`src/hdl/okvt_pkg.sv`:
```
// Shared constants and types for the ordered key/value table.
package okvt_pkg;

    localparam int DEPTH   = 16;
    localparam int IDX_W   = (DEPTH > 1) ? $clog2(DEPTH) : 1;
    localparam int CNT_W   = $clog2(DEPTH + 1);
    localparam int CMP_W   = (CNT_W > 4) ? CNT_W : 4;
    localparam int KEY_W   = 16;
    localparam int SPEED_W = 16;
    localparam int ENTRY_W = KEY_W + SPEED_W;

    typedef enum logic [1:0] {
        OP_APPEND = 2'd0,
        OP_REMOVE = 2'd1,
        OP_READ   = 2'd2,
        OP_LOOKUP = 2'd3
    } op_t;

    typedef enum logic [2:0] {
        ST_IDLE,
        ST_READ,
        ST_SCAN,
        ST_SHIFT,
        ST_DONE
    } state_t;

endpackage

```
`src/hdl/okvt_ram.sv`:
```
// Generic single-port-write, single-port-read RAM with registered read data.
module okvt_ram #(
    parameter int WIDTH = 32,
    parameter int DEPTH = 16,
    parameter int ADDR_W = (DEPTH > 1) ? $clog2(DEPTH) : 1
) (
    input  logic              aclk,
    input  logic              wr_en,
    input  logic [ADDR_W-1:0] wr_addr,
    input  logic [WIDTH-1:0]  wr_data,
    input  logic [ADDR_W-1:0] rd_addr,
    output logic [WIDTH-1:0]  rd_data
);

    logic [WIDTH-1:0] mem [DEPTH];
    logic [WIDTH-1:0] rd_data_reg;

    always_ff @(posedge aclk) begin
        if (wr_en) begin
            mem[wr_addr] <= wr_data;
        end
        rd_data_reg <= mem[rd_addr];
    end

    assign rd_data = rd_data_reg;

endmodule

```
`src/hdl/ordered_key_value_table.sv`:
```
// Ordered (id, speed) table with append, remove with compaction, read and lookup.
//
//   channel | direction | ports                                          | handshake
//   --------+-----------+------------------------------------------------+----------------
//   s_      | in        | s_op s_key_id s_value_speed s_position         | s_valid/s_ready
//   m_      | out       | m_ok m_out_id m_out_speed m_out_position       | m_valid/m_ready
//           |           | m_entry_count                                  |
//
// Append writes the RAM as the request is taken; an in-range read passes through ST_READ for the
// registered RAM read. Lookup scans one entry a cycle through the RAM read port. Remove then
// moves each later entry down one place through the RAM read pipeline and drops the count.
// One request is in work at a time; s_ready is high only when the sequencer is idle.
// The result register lets the next request enter while a result waits for m_ready.
// Reset (aresetn, synchronous) empties the table; the RAM contents need no clearing.
module ordered_key_value_table (
    input  logic        aclk,
    input  logic        aresetn,
    input  logic        s_valid,
    output logic        s_ready,
    input  logic [1:0]  s_op,
    input  logic [15:0] s_key_id,
    input  logic [15:0] s_value_speed,
    input  logic [3:0]  s_position,
    output logic        m_valid,
    input  logic        m_ready,
    output logic        m_ok,
    output logic [15:0] m_out_id,
    output logic [15:0] m_out_speed,
    output logic [3:0]  m_out_position,
    output logic [4:0]  m_entry_count
);
    import okvt_pkg::*;

    state_t             state_reg,     state_next;
    op_t                op_reg,        op_next;
    logic [KEY_W-1:0]   key_reg,       key_next;
    logic [CNT_W-1:0]   count_reg,     count_next;
    logic [CNT_W-1:0]   rd_idx_reg,    rd_idx_next;
    logic               cmp_vld_reg,   cmp_vld_next;
    logic [IDX_W-1:0]   cmp_idx_reg,   cmp_idx_next;
    logic               pend_reg,      pend_next;
    logic [IDX_W-1:0]   wr_idx_reg,    wr_idx_next;
    logic               res_ok_reg,    res_ok_next;
    logic [KEY_W-1:0]   res_id_reg,    res_id_next;
    logic [SPEED_W-1:0] res_speed_reg, res_speed_next;
    logic [IDX_W-1:0]   res_pos_reg,   res_pos_next;
    logic               m_valid_reg,   m_valid_next;
    logic               m_ok_reg;
    logic [15:0]        m_id_reg;
    logic [15:0]        m_speed_reg;
    logic [3:0]         m_pos_reg;
    logic [4:0]         m_count_reg;

    logic               s_fire;
    logic               out_load;
    op_t                s_op_t;
    logic               ram_we;
    logic [IDX_W-1:0]   ram_waddr;
    logic [ENTRY_W-1:0] ram_wdata;
    logic [IDX_W-1:0]   ram_raddr;
    logic [ENTRY_W-1:0] ram_rdata;
    logic [KEY_W-1:0]   rd_id;
    logic [SPEED_W-1:0] rd_speed;
    logic               scan_hit;
    logic               scan_last;
    logic               issue_ok;
    logic               read_in_range;
    logic               not_full;

    okvt_ram #(
        .WIDTH (ENTRY_W),
        .DEPTH (DEPTH)
    ) u_ram (
        .aclk    (aclk),
        .wr_en   (ram_we),
        .wr_addr (ram_waddr),
        .wr_data (ram_wdata),
        .rd_addr (ram_raddr),
        .rd_data (ram_rdata)
    );

    assign s_ready       = (state_reg == ST_IDLE);
    assign s_fire        = s_valid && s_ready;
    assign s_op_t        = op_t'(s_op);
    assign out_load      = (state_reg == ST_DONE) && (!m_valid_reg || m_ready);
    assign rd_id         = ram_rdata[ENTRY_W-1:SPEED_W];
    assign rd_speed      = ram_rdata[SPEED_W-1:0];
    assign scan_hit      = cmp_vld_reg && (rd_id == key_reg);
    assign scan_last     = cmp_vld_reg && (CNT_W'(cmp_idx_reg) == count_reg - CNT_W'(1));
    assign issue_ok      = (rd_idx_reg < count_reg);
    assign read_in_range = (CMP_W'(s_position) < CMP_W'(count_reg));
    assign not_full      = (count_reg < CNT_W'(DEPTH));

    // next state
    always_comb begin
        state_next = state_reg;
        unique case (state_reg)
            ST_IDLE: begin
                if (s_fire) begin
                    unique case (s_op_t)
                        OP_APPEND: state_next = ST_DONE;
                        OP_READ:   state_next = read_in_range ? ST_READ : ST_DONE;
                        OP_REMOVE,
                        OP_LOOKUP: state_next = (count_reg != '0) ? ST_SCAN : ST_DONE;
                        default:   state_next = ST_DONE;
                    endcase
                end
            end
            ST_READ: state_next = ST_DONE;
            ST_SCAN: begin
                if (scan_hit) begin
                    state_next = (op_reg == OP_REMOVE) ? ST_SHIFT : ST_DONE;
                end else if (scan_last) begin
                    state_next = ST_DONE;
                end
            end
            ST_SHIFT: begin
                if (!issue_ok && !pend_reg) begin
                    state_next = ST_DONE;
                end
            end
            ST_DONE: begin
                if (out_load) begin
                    state_next = ST_IDLE;
                end
            end
            default: state_next = ST_IDLE;
        endcase
    end

    // datapath and RAM control
    always_comb begin
        op_next        = op_reg;
        key_next       = key_reg;
        count_next     = count_reg;
        rd_idx_next    = rd_idx_reg;
        cmp_vld_next   = 1'b0;
        cmp_idx_next   = cmp_idx_reg;
        pend_next      = 1'b0;
        wr_idx_next    = wr_idx_reg;
        res_ok_next    = res_ok_reg;
        res_id_next    = res_id_reg;
        res_speed_next = res_speed_reg;
        res_pos_next   = res_pos_reg;
        ram_we         = 1'b0;
        ram_waddr      = '0;
        ram_wdata      = '0;
        ram_raddr      = '0;
        unique case (state_reg)
            ST_IDLE: begin
                if (s_fire) begin
                    op_next        = s_op_t;
                    key_next       = s_key_id;
                    rd_idx_next    = '0;
                    res_ok_next    = 1'b0;
                    res_id_next    = '0;
                    res_speed_next = '0;
                    res_pos_next   = '0;
                    unique case (s_op_t)
                        OP_APPEND: begin
                            if (not_full) begin
                                ram_we         = 1'b1;
                                ram_waddr      = IDX_W'(count_reg);
                                ram_wdata      = {s_key_id, s_value_speed};
                                count_next     = count_reg + CNT_W'(1);
                                res_ok_next    = 1'b1;
                                res_id_next    = s_key_id;
                                res_speed_next = s_value_speed;
                                res_pos_next   = IDX_W'(count_reg);
                            end
                        end
                        OP_READ: begin
                            ram_raddr = IDX_W'(s_position);
                            if (read_in_range) begin
                                res_pos_next = IDX_W'(s_position);
                            end
                        end
                        OP_REMOVE,
                        OP_LOOKUP: begin
                        end
                        default: begin
                        end
                    endcase
                end
            end
            ST_READ: begin
                res_ok_next    = 1'b1;
                res_id_next    = rd_id;
                res_speed_next = rd_speed;
            end
            ST_SCAN: begin
                if (issue_ok) begin
                    ram_raddr    = IDX_W'(rd_idx_reg);
                    cmp_vld_next = 1'b1;
                    cmp_idx_next = IDX_W'(rd_idx_reg);
                    rd_idx_next  = rd_idx_reg + CNT_W'(1);
                end
                if (scan_hit) begin
                    res_ok_next    = 1'b1;
                    res_id_next    = rd_id;
                    res_speed_next = rd_speed;
                    res_pos_next   = cmp_idx_reg;
                    rd_idx_next    = CNT_W'(cmp_idx_reg) + CNT_W'(1);
                    cmp_vld_next   = 1'b0;
                end
            end
            ST_SHIFT: begin
                // read entry i + 1, write it to i in the next cycle
                if (issue_ok) begin
                    ram_raddr   = IDX_W'(rd_idx_reg);
                    pend_next   = 1'b1;
                    wr_idx_next = IDX_W'(rd_idx_reg - CNT_W'(1));
                    rd_idx_next = rd_idx_reg + CNT_W'(1);
                end
                if (pend_reg) begin
                    ram_we    = 1'b1;
                    ram_waddr = wr_idx_reg;
                    ram_wdata = ram_rdata;
                end
                if (!issue_ok && !pend_reg) begin
                    count_next = count_reg - CNT_W'(1);
                end
            end
            ST_DONE: begin
            end
            default: begin
            end
        endcase
    end

    always_comb begin
        m_valid_next = m_valid_reg;
        if (out_load) begin
            m_valid_next = 1'b1;
        end else if (m_ready) begin
            m_valid_next = 1'b0;
        end
    end

    always_ff @(posedge aclk) begin
        if (!aresetn) begin
            state_reg   <= ST_IDLE;
            count_reg   <= '0;
            cmp_vld_reg <= 1'b0;
            pend_reg    <= 1'b0;
            m_valid_reg <= 1'b0;
        end else begin
            state_reg   <= state_next;
            count_reg   <= count_next;
            cmp_vld_reg <= cmp_vld_next;
            pend_reg    <= pend_next;
            m_valid_reg <= m_valid_next;
        end
    end

    always_ff @(posedge aclk) begin
        op_reg        <= op_next;
        key_reg       <= key_next;
        rd_idx_reg    <= rd_idx_next;
        cmp_idx_reg   <= cmp_idx_next;
        wr_idx_reg    <= wr_idx_next;
        res_ok_reg    <= res_ok_next;
        res_id_reg    <= res_id_next;
        res_speed_reg <= res_speed_next;
        res_pos_reg   <= res_pos_next;
        if (out_load) begin
            m_ok_reg    <= res_ok_reg;
            m_id_reg    <= res_id_reg;
            m_speed_reg <= res_speed_reg;
            m_pos_reg   <= 4'(res_pos_reg);
            m_count_reg <= 5'(count_reg);
        end
    end

    assign m_valid        = m_valid_reg;
    assign m_ok           = m_ok_reg;
    assign m_out_id       = m_id_reg;
    assign m_out_speed    = m_speed_reg;
    assign m_out_position = m_pos_reg;
    assign m_entry_count  = m_count_reg;

endmodule
```
`config.mk`:
```
export PLATFORM = sky130hd
export DESIGN_NAME = ordered_key_value_table
export DESIGN_NICKNAME = d
export VERILOG_FILES = /design/src/hdl/okvt_pkg.sv /design/src/hdl/okvt_ram.sv /design/src/hdl/ordered_key_value_table.sv
export SDC_FILE = /design/constraint.sdc
export NUM_CORES = 1
export LEC_CHECK = 0
export ABC_AREA = 1
export BUFFER_PORTS_ARGS = -buffer_cell sky130_fd_sc_hd__buf_4
export CAP_MARGIN = 5
export CORE_MARGIN = 3
export CORE_UTILIZATION = 25
export DETAILED_ROUTE_END_ITERATION = 12
export GPL_ROUTABILITY_DRIVEN = 1
export PLACE_DENSITY = 0.45
export SLEW_MARGIN = 20
export SYNTH_ARGS = -nofsm -noshare
export SYNTH_HDL_FRONTEND = slang
export SYNTH_SLANG_ARGS = --single-unit
```
`constraint.sdc`:
```
create_clock -name aclk -period 7.7 [get_ports aclk]
set_input_delay 1.155 -clock aclk [delete_from_list [all_inputs] [get_ports aclk]]
set_output_delay 1.155 -clock aclk [all_outputs]
set_load 0.01 [all_outputs]
```
==> impl_metrics.json <==
{
  "status": "finished clean",
  "hpwl_mm": 43.0,
  "fin_crit_ns": 4.94,
  "clock-sinks": 665,
  "setup_viol": 0,
  "switching_share_pct": 24.2,
  "rsz0062_at_grt": "no",
  "p_sw_mw": 1.97,
  "path_delay_family": "buffers and inverters",
  "min_period_over_period_pct": 64.2,
  "clkTransAtPathRegs_ns": 0.05,
  "gp_congestion": 0.804,
  "htree_levels": 3,
  "largest_reg_flops": 512,
  "tns_ns": 0,
  "grt_usage_pct": 13.7,
  "slew_violations": 0,
  "die_w_um": 334,
  "cp-start-kind": "flip-flop",
  "cp_slowest_stage_delay_ns": 0.86,
  "synth_area_leaders": "edfxtp_1, nand2_1, nand3_1",
  "yosys.area.top_type": "edfxtp_1",
  "post_drt_wl_per_cell_um": 20.0,
  "clockPowerShare_pct": 39.2,
  "ys_types": 35,
  "syn_nets": 2395,
  "post_cts_resized": 0,
  "grt-ovfl-total": 0,
  "synth_edf_count": 622,
  "antenna_left": 0,
  "path_max_fanout": 102,
  "cts_tree": "built",
  "io_pins": 86,
  "yosys_warnings": 0,
  "path_buf_inv": 5,
  "yosysSeqAreaShare_pct": 72.6,
  "setup.worst_path.end_class": "flip-flop",
  "insertion_delay_ns": 0.60,
  "cp_cell_sequence": "inv_1 -> ha_1 -> nand2_1 -> inv_1 -> nand4_1 -> nand3_2 -> inv_1 -> ha_1 -> nand2_1 -> nand2_8 -> inv_6 -> buf_4 -> nand2_1 -> nand3_1 -> nand3_1 -> nand2_1 -> nand2_1 -> nand2_1",
  "cts_hold_buffers": 0,
  "area_growth_pct": 17.1,
  "clk_path_buf_depth": 3,
  "power_frac_comb_pct": 9.2,
  "ys.flop_type": "edfxtp_1",
  "max-vdd-ir-drop_mv": 0.158,
  "grt_pass1_wl_mm": 115,
  "p_int_mw": 6.18,
  "ys_ff_latch": 665,
  "worst_path_most_repeated_cell": "nand2_1",
  "grt_pass1_vias": 17100,
  "power_mw": 8.15,
  "finClkSkew_ns": 0.0191,
  "tightest_slew_ns": 1.11,
  "drt_first_iter_violations": 1531,
  "coreArea_um2": 106000,
  "first_pass_iters": 5,
  "p_per_area_nw_per_um2": 259,
  "rows": 119,
  "initial_core_util_pct": 25.4,
  "port-buffer-count": 85,
  "num_vias": 17600,
  "p_leak_nw": 11.6,
  "viasPerCell": 4.54,
  "crit_slowest_cell": "buf_4",
  "wirelength_mm": 77.3,
  "pwr-share-seq_pct": 51.6,
  "layout-drive-gt1-share_pct": 11.1,
  "cts_made_buffers": 69,
  "antenna_found_initial": 1,
  "max-slew-margin-rel_pct": 25.9,
  "drv_cap": 0,
  "fmaxAchievable_ghz": 0.202,
  "clk_root_buffer_cell": "clkbuf_16",
  "required_ns": 8.23,
  "crit_type": "reg2reg",
  "synth_top_area_share_pct": 69.4,
  "drc": 0,
  "min_path_type": "reg2reg",
  "hold_violations": 0,
  "ys_async_sr_fraction_pct": 0,
  "fp.dieArea_um2": 112000,
  "avgSynthCellArea_um2": 11.5,
  "die_y_um": 334,
  "crit_arrival_ns": 5.47,
  "syn-cell-area_um2": 26900,
  "final_nets": 2484,
  "grt_max_degree": 165,
  "postCtsSetupBuffers": 0,
  "syn_inst": 2340
}
## path summary, 6_finish.rpt
check                               startpoint  cells past startpoint  slack [ns]                 to
worst max-delay path              count_reg[3]                     18        2.76   u_ram.rd_data[7]
worst min-delay path            res_pos_reg[2]                      0        0.42  m_out_position[2]
worst max register to register    count_reg[3]                     18        2.76   u_ram.rd_data[7]
worst min register to register  res_pos_reg[2]                      0        0.42  m_out_position[2]
## placed cells by master, fill, tap and decap left out, drive strengths merged, types with 2 or more instances in the layout
cell type,n
nor3,2
bufinv,2
clkinv,19
nand4,3
nor2,51
edfxtp,622
ha,13
o22ai,10
xnor2,5
buf,141
nand2,820
clkbuf,95
a21oi,11
nand3,443
o21a,3
xor2,10
o21ai,84
inv,93
dfxtp,43
## metrics by stage
stage,hold WS [ns],cells,utilization [%],area [um2],setup slack (ns)
after floorplan,0.400,2340,-,26900,1.95
after global placement,0.402,3749,27.6,29300,2.77
after detailed placement,0.405,3749,27.7,29400,2.79
after CTS,0.418,3870,29.7,31500,2.76
after global routing,0.424,3870,29.7,31500,2.33
final,0.417,3871,29.7,31500,2.76
## power groups by stage
stage	sequential, mW	combinational [mW]	clock, mW
global placement	4.28	0.748	0
finish	4.21	0.752	3.20
CTS	4.21	0.757	3.28
floorplan	4.28	0.435	0
global route	4.22	0.836	3.44
detailed placement	4.28	0.754	0
## logic make-up after synthesis
| group | synth area share [%] |
|---|---|
| fa+ha+maj | 0.604 |
| flops | 72.6 |
| simple gates | 20.7 |
| compound gates | 2.30 |
| buf+inv | 3.39 |
| xor+xnor | 0.488 |
## worst register-to-register path, stage by stage, from the launching register on
cell     delay, ns
dfxtp_1       0.53
inv_1         0.22
ha_1          0.32
nand2_1       0.04
inv_1         0.06
nand4_1       0.11
nand3_2       0.21
inv_1         0.12
ha_1          0.20
nand2_1       0.18
nand2_8       0.33
inv_6         0.92
buf_4         0.89
nand2_1       0.27
nand3_1       0.13
nand3_1       0.09
nand2_1       0.11
nand2_1       0.07
nand2_1       0.09
## metal layers
layer | track usage [%] | vias to the layer above | part of all wire, %
met2 | 22.9 | 497 | 48
met1 | 18.5 | 8690 | 45
met5 | 0 | - | 0
li1 | - | 8297 | -
met4 | 4.07 | 0 | 2.2
met3 | 1.85 | 95 | 4.6
## area by class of cell
type	instances	area, um2
clock buffer	95	1940
antenna	1	2.50
sequential	665	19500
fill	10700	74600
multi-input combinational	1463	6690
clock inverter	26	196
timing repair buffer	141	1070
inverter	89	347
tap	1391	1740
## cell usage after synthesis (9+ instances only)
master,count
nand2_1,819
edfxtp_1,622
nand3_1,442
inv_1,84
o21ai_0,82
buf_2,78
nor2_1,47
dfxtp_1,43
clkbuf_1,24
buf_1,16
ha_1,13
a21oi_1,11
xor2_1,10
o22ai_1,9
No activity file was read; power rests on OpenSTA's default activity.
